===== config.mk =====
export PLATFORM = sky130hd
export DESIGN_NAME = heading_pid_thrust_mixer
export DESIGN_NICKNAME = d
export VERILOG_FILES = /design/src/rtl/core/hptm_pkg.sv /design/src/rtl/core/hptm_mac.sv /design/src/rtl/core/hptm_div.sv /design/src/rtl/core/hptm_mixer.sv /design/src/rtl/core/heading_pid_thrust_mixer.sv
export SDC_FILE = /design/constraint.sdc
export NUM_CORES = 1
export LEC_CHECK = 0
export BUFFER_PORTS_ARGS = -buffer_cell sky130_fd_sc_hd__clkbuf_2
export CAP_MARGIN = 20
export CELL_PAD_IN_SITES_DETAIL_PLACEMENT = 0
export CELL_PAD_IN_SITES_GLOBAL_PLACEMENT = 1
export CORE_ASPECT_RATIO = 1.4
export CORE_MARGIN = 2
export CORE_UTILIZATION = 53
export DETAILED_ROUTE_END_ITERATION = 8
export PLACE_DENSITY_LB_ADDON = 0.1
export SYNTH_ARGS = -nofsm -noshare
export SYNTH_HDL_FRONTEND = slang
export SYNTH_HIERARCHICAL = 1
export SYNTH_SLANG_ARGS = --single-unit

===== constraint.sdc =====
create_clock -name clk -period 29.7 [get_ports clk]
set_input_delay 5.94 -clock clk [delete_from_list [all_inputs] [get_ports clk]]
set_output_delay 5.94 -clock clk [all_outputs]
set_load 0.02 [all_outputs]

===== src/rtl/core/hptm_pkg.sv =====
`timescale 1ns / 1ps

package hptm_pkg;

    localparam int DATA_W             = 16;
    localparam int GAIN_W             = 16;
    localparam int DT_W               = 16;
    localparam int MODE_W             = 2;
    localparam int DIFF_W             = DATA_W + 1;
    localparam int DIV_W              = 32;
    localparam int INTEGRAL_WIDTH_DEF = 32;
    localparam int ACC_GUARD          = 18;
    localparam int RND_W              = 23;
    localparam int RND_SHIFT          = 7;
    localparam int ONE_Q14            = 16384;
    localparam int ONE_Q21            = 2097152;
    localparam int CFG_IDX_W          = 2;

    localparam logic [MODE_W-1:0] MODE_IDLE   = 2'd0;
    localparam logic [MODE_W-1:0] MODE_TELEOP = 2'd1;
    localparam logic [MODE_W-1:0] MODE_HOLD   = 2'd2;
    localparam logic [MODE_W-1:0] MODE_DRIVE  = 2'd3;

    localparam logic [CFG_IDX_W-1:0] CFG_GAIN_P = 2'd0;
    localparam logic [CFG_IDX_W-1:0] CFG_GAIN_I = 2'd1;
    localparam logic [CFG_IDX_W-1:0] CFG_GAIN_D = 2'd2;

    localparam logic signed [GAIN_W-1:0] GAIN_P_RST = 16'sd256;
    localparam logic signed [GAIN_W-1:0] GAIN_I_RST = 16'sd0;
    localparam logic signed [GAIN_W-1:0] GAIN_D_RST = 16'sd0;

    typedef struct packed {
        logic [MODE_W-1:0]        mode;
        logic signed [DATA_W-1:0] yaw_error;
        logic [DT_W-1:0]          elapsed_ms;
        logic signed [DATA_W-1:0] surge_effort;
        logic signed [DATA_W-1:0] teleop_thrust;
        logic signed [DATA_W-1:0] teleop_turn;
    } in_t;

    typedef struct packed {
        logic signed [DATA_W-1:0] motor_left;
        logic signed [DATA_W-1:0] motor_right;
        logic signed [DATA_W-1:0] turn_signal;
    } out_t;

    typedef struct packed {
        logic start;
        logic load;
    } mac_ctl_t;

    typedef enum logic [2:0] {
        ST_IDLE,
        ST_START,
        ST_DMUL,
        ST_DIV,
        ST_PMUL,
        ST_IMUL,
        ST_RND,
        ST_FIN
    } state_t;

endpackage


===== src/rtl/core/hptm_mac.sv =====
`timescale 1ns / 1ps

module hptm_mac #(
    parameter int ACC_W = hptm_pkg::INTEGRAL_WIDTH_DEF + hptm_pkg::ACC_GUARD
) (
    input  logic                               clk,
    input  logic                               rst_n,
    input  hptm_pkg::mac_ctl_t                 ctl,
    input  logic signed [ACC_W-1:0]            mcand,
    input  logic signed [hptm_pkg::GAIN_W-1:0] gain,
    input  logic signed [ACC_W-1:0]            load_value,
    output logic signed [ACC_W-1:0]            acc,
    output logic                               done
);
    import hptm_pkg::*;

    localparam int CNT_W = $clog2(GAIN_W);

    logic signed [ACC_W-1:0] acc_reg, acc_next;
    logic signed [ACC_W-1:0] mcand_reg, mcand_next;
    logic [GAIN_W-1:0]       mplier_reg, mplier_next;
    logic [CNT_W-1:0]        cnt_reg, cnt_next;
    logic                    busy_reg, busy_next;
    logic                    done_reg, done_next;
    logic signed [ACC_W-1:0] addend;
    logic signed [ACC_W-1:0] step_sum;
    logic                    last;

    assign addend   = mplier_reg[0] ? mcand_reg : '0;
    assign last     = (cnt_reg == CNT_W'(GAIN_W - 1));
    assign step_sum = last ? (acc_reg - addend) : (acc_reg + addend);

    always_comb
    begin
        acc_next    = acc_reg;
        mcand_next  = mcand_reg;
        mplier_next = mplier_reg;
        cnt_next    = cnt_reg;
        busy_next   = busy_reg;
        done_next   = 1'b0;
        if (ctl.start)
        begin
            if (ctl.load)
            begin
                acc_next = load_value;
            end
            mcand_next  = mcand;
            mplier_next = gain;
            cnt_next    = '0;
            busy_next   = 1'b1;
        end
        else if (busy_reg)
        begin
            acc_next    = step_sum;
            mcand_next  = mcand_reg <<< 1;
            mplier_next = mplier_reg >> 1;
            cnt_next    = cnt_reg + 1'b1;
            if (last)
            begin
                busy_next = 1'b0;
                done_next = 1'b1;
            end
        end
    end

    always_ff @(posedge clk or negedge rst_n)
    begin
        if (!rst_n)
        begin
            cnt_reg  <= '0;
            busy_reg <= 1'b0;
            done_reg <= 1'b0;
        end
        else
        begin
            cnt_reg  <= cnt_next;
            busy_reg <= busy_next;
            done_reg <= done_next;
        end
    end

    always_ff @(posedge clk)
    begin
        acc_reg    <= acc_next;
        mcand_reg  <= mcand_next;
        mplier_reg <= mplier_next;
    end

    assign acc  = acc_reg;
    assign done = done_reg;

endmodule


===== src/rtl/core/hptm_div.sv =====
`timescale 1ns / 1ps

module hptm_div (
    input  logic                          clk,
    input  logic                          rst_n,
    input  logic                          start,
    input  logic [hptm_pkg::DIV_W-1:0]    dividend,
    input  logic [hptm_pkg::DT_W-1:0]     divisor,
    output logic [hptm_pkg::DIV_W-1:0]    quotient,
    output logic                          done
);
    import hptm_pkg::*;

    localparam int CNT_W = $clog2(DIV_W);

    logic [DIV_W-1:0] dvd_reg, dvd_next;
    logic [DT_W-1:0]  rem_reg, rem_next;
    logic [DT_W-1:0]  dsr_reg, dsr_next;
    logic [CNT_W-1:0] cnt_reg, cnt_next;
    logic             busy_reg, busy_next;
    logic             done_reg, done_next;
    logic [DT_W:0]    shifted;
    logic [DT_W:0]    trial;
    logic             fits;

    assign shifted = {rem_reg, dvd_reg[DIV_W-1]};
    assign trial   = shifted - {1'b0, dsr_reg};
    assign fits    = (shifted >= {1'b0, dsr_reg});

    always_comb
    begin
        dvd_next  = dvd_reg;
        rem_next  = rem_reg;
        dsr_next  = dsr_reg;
        cnt_next  = cnt_reg;
        busy_next = busy_reg;
        done_next = 1'b0;
        if (start)
        begin
            dvd_next  = dividend;
            rem_next  = '0;
            dsr_next  = divisor;
            cnt_next  = '0;
            busy_next = 1'b1;
        end
        else if (busy_reg)
        begin
            rem_next = fits ? trial[DT_W-1:0] : shifted[DT_W-1:0];
            dvd_next = {dvd_reg[DIV_W-2:0], fits};
            cnt_next = cnt_reg + 1'b1;
            if (cnt_reg == CNT_W'(DIV_W - 1))
            begin
                busy_next = 1'b0;
                done_next = 1'b1;
            end
        end
    end

    always_ff @(posedge clk or negedge rst_n)
    begin
        if (!rst_n)
        begin
            cnt_reg  <= '0;
            busy_reg <= 1'b0;
            done_reg <= 1'b0;
        end
        else
        begin
            cnt_reg  <= cnt_next;
            busy_reg <= busy_next;
            done_reg <= done_next;
        end
    end

    always_ff @(posedge clk)
    begin
        dvd_reg <= dvd_next;
        rem_reg <= rem_next;
        dsr_reg <= dsr_next;
    end

    assign quotient = dvd_reg;
    assign done     = done_reg;

endmodule


===== src/rtl/core/hptm_mixer.sv =====
`timescale 1ns / 1ps

module hptm_mixer (
    input  logic signed [hptm_pkg::DATA_W-1:0] effort,
    input  logic signed [hptm_pkg::DATA_W-1:0] turn,
    output logic signed [hptm_pkg::DATA_W-1:0] left,
    output logic signed [hptm_pkg::DATA_W-1:0] right
);
    import hptm_pkg::*;

    localparam int MIX_W = DATA_W + 2;
    localparam logic signed [MIX_W-1:0] ONE    = MIX_W'(ONE_Q14);
    localparam logic signed [MIX_W:0]   ONE_X  = (MIX_W + 1)'(ONE_Q14);
    localparam logic signed [DATA_W-1:0] SAT_HI = DATA_W'(ONE_Q14);
    localparam logic signed [DATA_W-1:0] SAT_LO = DATA_W'(-ONE_Q14);

    logic signed [MIX_W-1:0] m0, m1, ov0, ov1, mag0, mag1, adj0, adj1;
    logic signed [MIX_W:0]   d0, d1;

    function automatic logic signed [MIX_W-1:0] overage(input logic signed [MIX_W-1:0] m);
        logic signed [MIX_W-1:0] r;
        begin
            if (m > ONE)
            begin
                r = m - ONE;
            end
            else if (m < -ONE)
            begin
                r = m + ONE;
            end
            else
            begin
                r = '0;
            end
            return r;
        end
    endfunction

    function automatic logic signed [DATA_W-1:0] sat(input logic signed [MIX_W:0] v);
        logic signed [DATA_W-1:0] r;
        begin
            if (v > ONE_X)
            begin
                r = SAT_HI;
            end
            else if (v < -ONE_X)
            begin
                r = SAT_LO;
            end
            else
            begin
                r = v[DATA_W-1:0];
            end
            return r;
        end
    endfunction

    always_comb
    begin
        m0   = MIX_W'(effort) - MIX_W'(turn);
        m1   = MIX_W'(effort) + MIX_W'(turn);
        ov0  = overage(m0);
        ov1  = overage(m1);
        mag0 = ov0[MIX_W-1] ? -ov0 : ov0;
        mag1 = ov1[MIX_W-1] ? -ov1 : ov1;
        if (mag0 < mag1)
        begin
            adj0 = m0[MIX_W-1] ? -mag1 : mag1;
            adj1 = ov1;
        end
        else
        begin
            adj0 = ov0;
            adj1 = m1[MIX_W-1] ? -mag0 : mag0;
        end
        d0    = (MIX_W + 1)'(m0) - (MIX_W + 1)'(adj0);
        d1    = (MIX_W + 1)'(m1) - (MIX_W + 1)'(adj1);
        left  = sat(d0);
        right = sat(d1);
    end

endmodule


===== src/rtl/core/heading_pid_thrust_mixer.sv =====
// An accepted item steps through START, then in drive mode with nonzero elapsed time DMUL,
// DIV, PMUL and IMUL, in drive mode with zero elapsed time PMUL and IMUL, then RND and FIN.
// A new item is taken only in IDLE, after FIN has handed the result on; the serial multiplier
// (run for derivative, proportional and integral gain) and the serial divider set the pace.
// Reset: asynchronous, clears gains to their defaults, previous error and integral to 0.
`timescale 1ns / 1ps

module heading_pid_thrust_mixer #(
    parameter int INTEGRAL_WIDTH = hptm_pkg::INTEGRAL_WIDTH_DEF
) (
    input  logic                             clk,
    input  logic                             rst_n,
    input  logic                             in_valid,
    output logic                             in_ready,
    input  hptm_pkg::in_t                    in_data,
    output logic                             out_valid,
    input  logic                             out_ready,
    output hptm_pkg::out_t                   out_data,
    input  logic                             cfg_valid,
    output logic                             cfg_ready,
    input  logic [hptm_pkg::CFG_IDX_W-1:0]   cfg_index,
    input  logic [hptm_pkg::DATA_W-1:0]      cfg_data
);
    import hptm_pkg::*;

    localparam int ACC_W = INTEGRAL_WIDTH + ACC_GUARD;
    localparam logic signed [ACC_W-1:0] CLIP_HI = ACC_W'(ONE_Q21);
    localparam logic signed [ACC_W-1:0] CLIP_LO = -CLIP_HI;
    localparam logic signed [INTEGRAL_WIDTH-1:0] INT_MAX = {1'b0, {(INTEGRAL_WIDTH-1){1'b1}}};
    localparam logic signed [INTEGRAL_WIDTH-1:0] INT_MIN = {1'b1, {(INTEGRAL_WIDTH-1){1'b0}}};

    state_t state_reg, state_next;

    logic signed [GAIN_W-1:0]         gain_p_reg, gain_i_reg, gain_d_reg;
    logic signed [DATA_W-1:0]         prev_err_reg, prev_err_next;
    logic signed [INTEGRAL_WIDTH-1:0] integ_reg, integ_next;
    in_t                              item_reg, item_next;
    logic signed [DIFF_W-1:0]         diff_reg, diff_next;
    logic signed [DATA_W-1:0]         turn_reg, turn_next;
    logic signed [DATA_W-1:0]         effort_reg, effort_next;
    out_t                             out_reg, out_next;
    logic                             out_valid_reg, out_valid_next;

    logic                             in_xfer;
    logic signed [INTEGRAL_WIDTH:0]   integ_sum;
    logic signed [INTEGRAL_WIDTH-1:0] integ_sat;

    mac_ctl_t                         mac_ctl;
    logic signed [ACC_W-1:0]          mac_mcand;
    logic signed [GAIN_W-1:0]         mac_gain;
    logic signed [ACC_W-1:0]          mac_load;
    logic signed [ACC_W-1:0]          mac_acc;
    logic                             mac_done;

    logic                             div_start;
    logic [DIV_W-1:0]                 div_quo;
    logic                             div_done;
    logic                             prod_neg;
    logic [ACC_W-1:0]                 prod_mag;
    logic signed [ACC_W-1:0]          quo_ext;

    logic signed [ACC_W-1:0]          clipped;
    logic [RND_W-1:0]                 rnd_sum;
    logic signed [DATA_W-1:0]         turn_rnd;
    logic signed [DATA_W-1:0]         mix_left, mix_right;

    assign cfg_ready = 1'b1;
    assign in_ready  = (state_reg == ST_IDLE);
    assign in_xfer   = in_valid && in_ready;

    always_ff @(posedge clk or negedge rst_n)
    begin
        if (!rst_n)
        begin
            gain_p_reg <= GAIN_P_RST;
            gain_i_reg <= GAIN_I_RST;
            gain_d_reg <= GAIN_D_RST;
        end
        else if (cfg_valid && cfg_ready)
        begin
            unique case (cfg_index)
                CFG_GAIN_P: gain_p_reg <= cfg_data;
                CFG_GAIN_I: gain_i_reg <= cfg_data;
                CFG_GAIN_D: gain_d_reg <= cfg_data;
                default:    ;
            endcase
        end
    end

    assign integ_sum = (INTEGRAL_WIDTH + 1)'(integ_reg)
                     + (INTEGRAL_WIDTH + 1)'(in_data.yaw_error);
    assign integ_sat = (integ_sum[INTEGRAL_WIDTH] != integ_sum[INTEGRAL_WIDTH-1])
                     ? (integ_sum[INTEGRAL_WIDTH] ? INT_MIN : INT_MAX)
                     : integ_sum[INTEGRAL_WIDTH-1:0];

    always_comb
    begin
        item_next     = item_reg;
        diff_next     = diff_reg;
        prev_err_next = prev_err_reg;
        integ_next    = integ_reg;
        if (in_xfer)
        begin
            item_next = in_data;
            if (in_data.mode == MODE_DRIVE)
            begin
                diff_next     = DIFF_W'(in_data.yaw_error) - DIFF_W'(prev_err_reg);
                prev_err_next = in_data.yaw_error;
                if ((in_data.elapsed_ms != '0) && (gain_i_reg != '0))
                begin
                    integ_next = integ_sat;
                end
            end
            else
            begin
                integ_next = '0;
            end
        end
    end

    assign prod_neg = mac_acc[ACC_W-1];
    assign prod_mag = prod_neg ? (-mac_acc) : mac_acc;
    assign quo_ext  = {{(ACC_W - DIV_W){1'b0}}, div_quo};

    assign clipped  = (mac_acc > CLIP_HI) ? CLIP_HI : ((mac_acc < CLIP_LO) ? CLIP_LO : mac_acc);
    assign rnd_sum  = clipped[RND_W-1:0] + RND_W'(1 << (RND_SHIFT - 1));
    assign turn_rnd = rnd_sum[RND_W-1:RND_SHIFT];

    always_comb
    begin
        state_next     = state_reg;
        mac_ctl        = '0;
        mac_mcand      = ACC_W'(item_reg.yaw_error);
        mac_gain       = gain_p_reg;
        mac_load       = '0;
        div_start      = 1'b0;
        turn_next      = turn_reg;
        effort_next    = effort_reg;
        out_next       = out_reg;
        out_valid_next = out_valid_reg && !out_ready;
        unique case (state_reg)
            ST_IDLE:
            begin
                if (in_xfer)
                begin
                    state_next = ST_START;
                end
            end
            ST_START:
            begin
                if (item_reg.mode == MODE_DRIVE)
                begin
                    mac_ctl.start = 1'b1;
                    mac_ctl.load  = 1'b1;
                    if (item_reg.elapsed_ms != '0)
                    begin
                        mac_mcand  = ACC_W'(diff_reg);
                        mac_gain   = gain_d_reg;
                        state_next = ST_DMUL;
                    end
                    else
                    begin
                        state_next = ST_PMUL;
                    end
                end
                else
                begin
                    state_next = ST_RND;
                end
            end
            ST_DMUL:
            begin
                if (mac_done)
                begin
                    div_start  = 1'b1;
                    state_next = ST_DIV;
                end
            end
            ST_DIV:
            begin
                if (div_done)
                begin
                    mac_ctl.start = 1'b1;
                    mac_ctl.load  = 1'b1;
                    mac_load      = prod_neg ? -quo_ext : quo_ext;
                    state_next    = ST_PMUL;
                end
            end
            ST_PMUL:
            begin
                if (mac_done)
                begin
                    mac_ctl.start = 1'b1;
                    mac_mcand     = ACC_W'(integ_reg);
                    mac_gain      = gain_i_reg;
                    state_next    = ST_IMUL;
                end
            end
            ST_IMUL:
            begin
                if (mac_done)
                begin
                    state_next = ST_RND;
                end
            end
            ST_RND:
            begin
                case (item_reg.mode)
                    MODE_DRIVE:
                    begin
                        turn_next   = turn_rnd;
                        effort_next = item_reg.surge_effort;
                    end
                    MODE_TELEOP:
                    begin
                        turn_next   = item_reg.teleop_turn;
                        effort_next = item_reg.teleop_thrust;
                    end
                    default:
                    begin
                        turn_next   = '0;
                        effort_next = '0;
                    end
                endcase
                state_next = ST_FIN;
            end
            ST_FIN:
            begin
                if (!out_valid_reg || out_ready)
                begin
                    out_next.motor_left  = mix_left;
                    out_next.motor_right = mix_right;
                    out_next.turn_signal = turn_reg;
                    out_valid_next       = 1'b1;
                    state_next           = ST_IDLE;
                end
            end
        endcase
    end

    always_ff @(posedge clk or negedge rst_n)
    begin
        if (!rst_n)
        begin
            state_reg     <= ST_IDLE;
            out_valid_reg <= 1'b0;
            prev_err_reg  <= '0;
            integ_reg     <= '0;
        end
        else
        begin
            state_reg     <= state_next;
            out_valid_reg <= out_valid_next;
            prev_err_reg  <= prev_err_next;
            integ_reg     <= integ_next;
        end
    end

    always_ff @(posedge clk)
    begin
        item_reg   <= item_next;
        diff_reg   <= diff_next;
        turn_reg   <= turn_next;
        effort_reg <= effort_next;
        out_reg    <= out_next;
    end

    hptm_mac #(
        .ACC_W (ACC_W)
    ) u_mac (
        .clk        (clk),
        .rst_n      (rst_n),
        .ctl        (mac_ctl),
        .mcand      (mac_mcand),
        .gain       (mac_gain),
        .load_value (mac_load),
        .acc        (mac_acc),
        .done       (mac_done)
    );

    hptm_div u_div (
        .clk      (clk),
        .rst_n    (rst_n),
        .start    (div_start),
        .dividend (prod_mag[DIV_W-1:0]),
        .divisor  (item_reg.elapsed_ms),
        .quotient (div_quo),
        .done     (div_done)
    );

    hptm_mixer u_mixer (
        .effort (effort_reg),
        .turn   (turn_reg),
        .left   (mix_left),
        .right  (mix_right)
    );

    assign out_valid = out_valid_reg;
    assign out_data  = out_reg;

endmodule


# [Word-level counts from Yosys, hierarchy flattened]
# Index checks and enable logic that the tools add are counted.
[word_totals] out_inout_bits=51 ff_bits=472 wordCells=190 inputBits=105
[classes] n_lt_le_gt_ge=12 n_mux=77 eq_ne=23 addsub=22 n_reduce_logical=23
[op_table] operator="50-bit two-way mux" n=13
[op_table] operator="32-bit two-way mux" n=7
[op_table] operator="18-bit two-way mux" n=10
[op_table] operator="16-bit two-way mux" n=8
[op_table] operator="50-bit case mux with 2 select lines" n=1
[op_table] operator="16-bit case mux with 2 select lines" n=3
[op_table] operator="18-bit negation" n=4
[op_table] operator="50-bit adder" n=1
[op_table] operator="50-bit by 23-bit > comparator with 1-bit output (second input constant)" n=1
[op_table] operator="50-bit by 22-bit less-than comparator with 1-bit output (second input constant)" n=1
[op_table] operator="32-bit negation with 50-bit output" n=1
[op_table] operator="50-bit subtractor" n=1
[op_table] operator="16-bit nonzero test" n=3
[op_table] operator="23-bit two-way mux" n=2
[op_table] operator="19-bit by 16-bit > comparator with 1-bit output (second input constant)" n=2
[op_table] operator="19-bit by 15-bit less-than comparator with 1-bit output (second input constant)" n=2
[op_table] operator="17-bit by 18-bit subtractor with 19-bit output" n=2
[op_table] operator="17-bit by 16-bit adder with 18-bit output (second input constant)" n=2
[op_table] operator="17-bit by 16-bit subtractor with 18-bit output (second input constant)" n=2
[op_table] operator="17-bit by 16-bit > comparator with 1-bit output (second input constant)" n=2
[op_table] operator="17-bit by 15-bit less-than comparator with 1-bit output (second input constant)" n=2
[op_table] operator="16-bit by 16-bit subtractor with 17-bit output" n=2
[op_table] operator="32-bit by 16-bit adder with 33-bit output" n=1
[op_table] operator="32-bit negation" n=1
[op_table] operator="other kinds (34)" n=83

# [Depth between registers and ports, before layout]
[depth] word_depth=12 depth_mapped=61 mapped_depth_nobuf=53

# [By module]
# Netlist, hierarchy kept.
[by_module_without_submodules] mod="heading_pid_thrust_mixer" area_each_um2=15041.9 instances=1 seq_area_each_um2=7878.8 cells_per_inst=1406
[by_module_without_submodules] mod="hptm_mac" area_each_um2=9537.9 instances=1 seq_area_each_um2=3633.5 cells_per_inst=1024
[by_module_without_submodules] mod="hptm_mixer" area_each_um2=7897.6 instances=1 seq_area_each_um2=0.0 cells_per_inst=1182
[by_module_without_submodules] mod="hptm_div" area_each_um2=3837.4 instances=1 seq_area_each_um2=1936.9 cells_per_inst=333

# [Worst setup path after synthesis]
# No wires, ideal clock.
[synth_timing] kind="register to register" from="reg effort_reg[10]" to="reg out_reg, in the netlist out_data[43], data pin" arrival_time_ns=11.281 setup_time_ns=0.259 stages_incl_launch_ff=58 period_less_slack_ns=11.539 path_slack_ns=18.161 t_required_ns=29.441 cell_sequence="edfxtp_1 > ha_1 > buf_2 > nor2_1 > a211oi_1 > or4_1 > a21boi_0 > or2_1 > buf_2 > clkbuf_1 > clkbuf_1 > ha_1 > clkbuf_1 > nor2_1 > a21o_1 > buf_6 > buf_6 > clkbuf_1 > (+22 left out) > fa_1 > nor2b_1 > o21ai_0 > a21boi_0 > o21ai_0 > a21boi_0 > o21ai_0 > a21oi_1 > o21a_1 > o41ai_1 > o21ai_0 > a31oi_1 > inv_1 > a211o_1 > o2111ai_1 > mux2_4 > buf_6 > nor2_2"
[synth_between] elab_chain_cells=12 elab_cells_between_ends=26 classes_between="10 x add/sub; 7 x order compare; 8 x mux; 1 x reduce/logical"
[synth_rtl] item="from (decl)" line="heading_pid_thrust_mixer.sv:40" source="logic signed [DATA_W-1:0] effort_reg, effort_next;"
[synth_rtl] item="from (signal assigned)" line="heading_pid_thrust_mixer.sv:264" source="effort_reg <= effort_next;"
[synth_rtl] item="16-bit by 16-bit adder with 17-bit output" line="hptm_mixer.sv:61" source="m1 = MIX_W'(effort) + MIX_W'(turn);"
[synth_rtl] item="17-bit by 16-bit adder with 18-bit output / 17-bit by 15-bit less-than comparator with 1-bit output (equally long branches)" line="hptm_mixer.sv:29, hptm_mixer.sv:27"
[synth_rtl] item="18-bit two-way mux" line="hptm_mixer.sv:27" source="else if (m < -ONE)"
[synth_rtl] item="18-bit two-way mux" line="hptm_mixer.sv:23" source="if (m > ONE)"
[synth_rtl] item="18-bit negation" line="hptm_mixer.sv:65" source="mag1 = ov1[MIX_W-1] ? -ov1 : ov1;"
[synth_rtl] item="18-bit two-way mux" line="hptm_mixer.sv:65"
[synth_rtl] item="18-bit negation" line="hptm_mixer.sv:68" source="adj0 = m0[MIX_W-1] ? -mag1 : mag1;"
[synth_rtl] item="18-bit two-way mux" line="hptm_mixer.sv:68"
[synth_rtl] item="18-bit two-way mux" line="hptm_mixer.sv:66" source="if (mag0 < mag1)"
[synth_rtl] item="17-bit by 18-bit subtractor with 19-bit output (*)" line="hptm_mixer.sv:76" source="d0 = (MIX_W + 1)'(m0) - (MIX_W + 1)'(adj0);"
[synth_rtl] item="19-bit by 15-bit less-than comparator with 1-bit output / 19-bit by 16-bit > comparator with 1-bit output (equally long branches)" line="hptm_mixer.sv:46, hptm_mixer.sv:42"
[synth_rtl] item="2-bit OR reduction (no line)"
[synth_rtl] item="to (signal assigned)" line="heading_pid_thrust_mixer.sv:265" source="out_reg <= out_next;"
[synth_rtl] item="to (decl)" line="heading_pid_thrust_mixer.sv:41" source="out_t out_reg, out_next;"
# Every way passes the cells marked *; elsewhere a longest branch is shown, timed or not.
# A chain may end at the register's enable or synchronous reset.

# [Worst setup path in the final report]
[layout_timing] from="reg effort_reg[7]" to="reg out_reg, in the netlist out_data[22], data pin"
[layout_between] elab_chain_cells=12 elab_cells_between_ends=26 classes_between="10 x add/sub; 7 x order compare; 8 x mux; 1 x reduce/logical"
[layout_rtl] item="16-bit by 16-bit subtractor with 17-bit output" line="hptm_mixer.sv:60" source="m0 = MIX_W'(effort) - MIX_W'(turn);"
[layout_rtl] item="17-bit by 16-bit adder with 18-bit output / 17-bit by 15-bit less-than comparator with 1-bit output (equally long branches)" line="hptm_mixer.sv:29, hptm_mixer.sv:27"
[layout_rtl] item="18-bit two-way mux" line="hptm_mixer.sv:27"
[layout_rtl] item="18-bit two-way mux" line="hptm_mixer.sv:23"
[layout_rtl] item="18-bit negation" line="hptm_mixer.sv:64" source="mag0 = ov0[MIX_W-1] ? -ov0 : ov0;"
[layout_rtl] item="18-bit two-way mux" line="hptm_mixer.sv:64"
[layout_rtl] item="18-bit negation" line="hptm_mixer.sv:74" source="adj1 = m1[MIX_W-1] ? -mag0 : mag0;"
[layout_rtl] item="18-bit two-way mux" line="hptm_mixer.sv:74"
[layout_rtl] item="18-bit two-way mux" line="hptm_mixer.sv:66"
[layout_rtl] item="17-bit by 18-bit subtractor with 19-bit output (*)" line="hptm_mixer.sv:77" source="d1 = (MIX_W + 1)'(m1) - (MIX_W + 1)'(adj1);"
[layout_rtl] item="19-bit by 15-bit less-than comparator with 1-bit output / 19-bit by 16-bit > comparator with 1-bit output (equally long branches)" line="hptm_mixer.sv:46, hptm_mixer.sv:42"
[layout_rtl] item="2-bit OR reduction (no line)"
# Marks and branches as above.

==> results.ini <==
[run_status]
status=finished clean

[clock_tree]
ctsLongestPathBuffers=3
holdBufCountCts=0
cts_root_buf=clkbuf_16
cts_tree=done
cts_buffers=51
clkTransAtPathRegs_ns=0.06
cts.sinks=472
cts-resized-gates=0
clock_latency_ns=0.63
htree_num_levels=2
post_cts_buffers=0

[yosys]
synth_top_family_by_area=compound AO/OA/AOI/OAI gates
synth_ff_type=edfxtp_1
synthMuxAreaShare_pct=5.62
synth_top_area_share_pct=28.4
ys_seq_area_share_pct=37.0
syn_area_um2=36300
synth-simple-area-share_pct=18.8
yosysWarnings=6
synth_cell_types=134
syn_nets=4269
netlist_instances=3945
synth_xor_area_share_pct=6.75
synth.avg_cell_area_um2=9.21
synth_edf_count=343
synthAdderAreaFrac_pct=7.77
async_reset_ff_share_pct=23.9
synth_compound_area_share_pct=19.6
synth_most_common_cell=nand2_1
ys_ff_latch=472
synth_common_cells=415 x nand2_1, 343 x edfxtp_1, 283 x nor2_1, 280 x o21ai_0, 221 x a21oi_1
synth_top_cell_by_area=edfxtp_1
ys_top_cells_by_area=edfxtp_1 28%, dfrtp_1 7.7%, ha_1 7.3%

[power]
pwr-share-comb_pct=3.4
ir_drop_uv=45.9
leakage_nw=15.2
seqPwrFrac_pct=50.3
sw_frac_of_total_pct=21.7
intPower_w=0.00113
power_density_nw_per_um2=36.4
clkPwrFrac_pct=46.4
p_sw_w=0.000312

[critical_path]
critPathRequiredTime_ns=30.05
cp-startpoint=effort_reg[7]
rr_startpoint=effort_reg[7]
arrival_ns=14.06
cp_slowest_cell=o21ai_0
cp-start-kind=flip-flop
critPathMaxFanout=61
worstSetupPathType=reg -> reg
end_kind=flip-flop
slowest_delay_ns=0.96

[routing]
drc=0
drt-pass1-iter-count=6
antenna_left=0
wl_mm=107
first_iter_violations=1975
routedWlPerCell_um=21.8
vias_per_cell=6.15
vias=30203

[global_route]
track_usage_pct=30.1
grt_pass1_vias=30066
grt_antenna_before_repair=1
grt_pass1_wl_mm=167
grt_max_degree=99
grt_overflow=0

[flow_run]
maxCapViolations=0

[floorplan]
num_io_pins=156
fp-row-count=113
floorplan.initialDensity_pct=53.5
die_w_um=225
dieArea_um2=70700
fp.dieH_um=314
core_area_um2=67900

[timing]
max_slew_margin_pct=16.8
worst_pin_slew_ns=1.24
min_period_ns=13.72
rsz0062_at_grt=false
max_clock_freq_mhz=72.9
finalSetupTns_ns=0
fin_crit_sh_pct=46.2
setup_viol=0
finalMaxSlewViolations=0
skew_ns=0.0293
hold_violations=0

[placed_design]
placed_cell_area_um2=37600
place_congestion=0.988
numPortBuffers=154
place_hpwl_mm=82.4

[cells_and_area]
largest_register_ffs=82
fin_area_um2=39500
drive_above_1_share_pct=13.8
fin_nets=4332
syn_to_final_growth_pct=8.65

[min_path]
min_path_type=reg -> reg
hold_start=item_reg[60]

## cells by family after synthesis
kind of cell / Yosys count
flops: 472
mux: 185
fa+ha+maj: 221
buf+inv: 387
other cells: 1
xor+xnor: 278
compound gates: 1048
simple gates: 1353
## area by class of cell
type | count | area (um^2)
fill | 6215 | 28400
multi-input combinational | 3086 | 21300
sequential | 472 | 13400
clock buffer | 67 | 1440
timing repair buffer | 195 | 1120
tap | 862 | 1080
inverter | 202 | 772
clock inverter | 26 | 308
antenna | 1 | 2.50
## placed cells by master (no fill, tap or decap), types with 112 or more instances in the layout
cell type / n
dfrtp_1: 112
a21oi_1: 220
nand2_1: 414
o21ai_0: 280
inv_1: 195
nor2_1: 279
xnor2_1: 162
mux2_2: 146
xor2_1: 114
clkbuf_2: 153
ha_1: 211
edfxtp_1: 343
## critical path, delay by kind of cell (launching register included)
kind	cells	cell delay, ns
AOI/OAI and AO/OA	27	7.07
and+or+nand+nor	12	3.00
adders and majority gates	5	1.55
buffers and inverters	3	0.91
muxes	1	0.44
DFF	1	0.41
## metrics by stage
| step | instances | setup WS (ns) | hold WS (ns) | power (W) | util, % |
|---|---|---|---|---|---|
| after global placement | 4815 | 16.40 | 0.430 | 0.000784 | 55.5 |
| after global routing | 4910 | 14.95 | 0.452 | 0.00148 | 58.1 |
| after detailed placement | 4815 | 16.21 | 0.439 | 0.000785 | 55.5 |
| after floorplan | 3945 | 18.16 | 0.427 | 0.000763 | - |
| after CTS | 4908 | 16.16 | 0.427 | 0.00145 | 58.1 |
| final | 4911 | 15.98 | 0.440 | 0.00144 | 58.1 |
## power by group through the flow
stage | sequential (W) | clock [W] | combinational [W]
global placement | 0.000736 | 0 | 0.0000479
detailed placement | 0.000736 | 0 | 0.0000488
CTS | 0.000723 | 0.000680 | 0.0000491
global route | 0.000724 | 0.000702 | 0.0000543
finish | 0.000723 | 0.000666 | 0.0000484
floorplan | 0.000733 | 0 | 0.0000296
## metal layers
metal	track usage (%)	part of all wire [%]	vias to the layer above
li1	-	-	14715
met1	31.9	37	14563
met2	56.4	52	670
met3	3.62	3.6	255
met4	18.9	7.0	0
met5	0	0	-
## final timing paths
check | to | slack [ns] | cells past startpoint
max in group asynchronous | integ_reg[1] | 22.98 | 2
worst min register to register | u_div/dsr_reg[12] | 0.44 | 0
min in group asynchronous | prev_err_reg[9] | 5.40 | 1
worst max register to register | out_data[22] | 15.98 | 48
worst max-delay path | out_data[22] | 15.98 | 48
worst min-delay path | u_div/dsr_reg[12] | 0.44 | 0
Note: power is estimated with default switching activity, not from simulation.
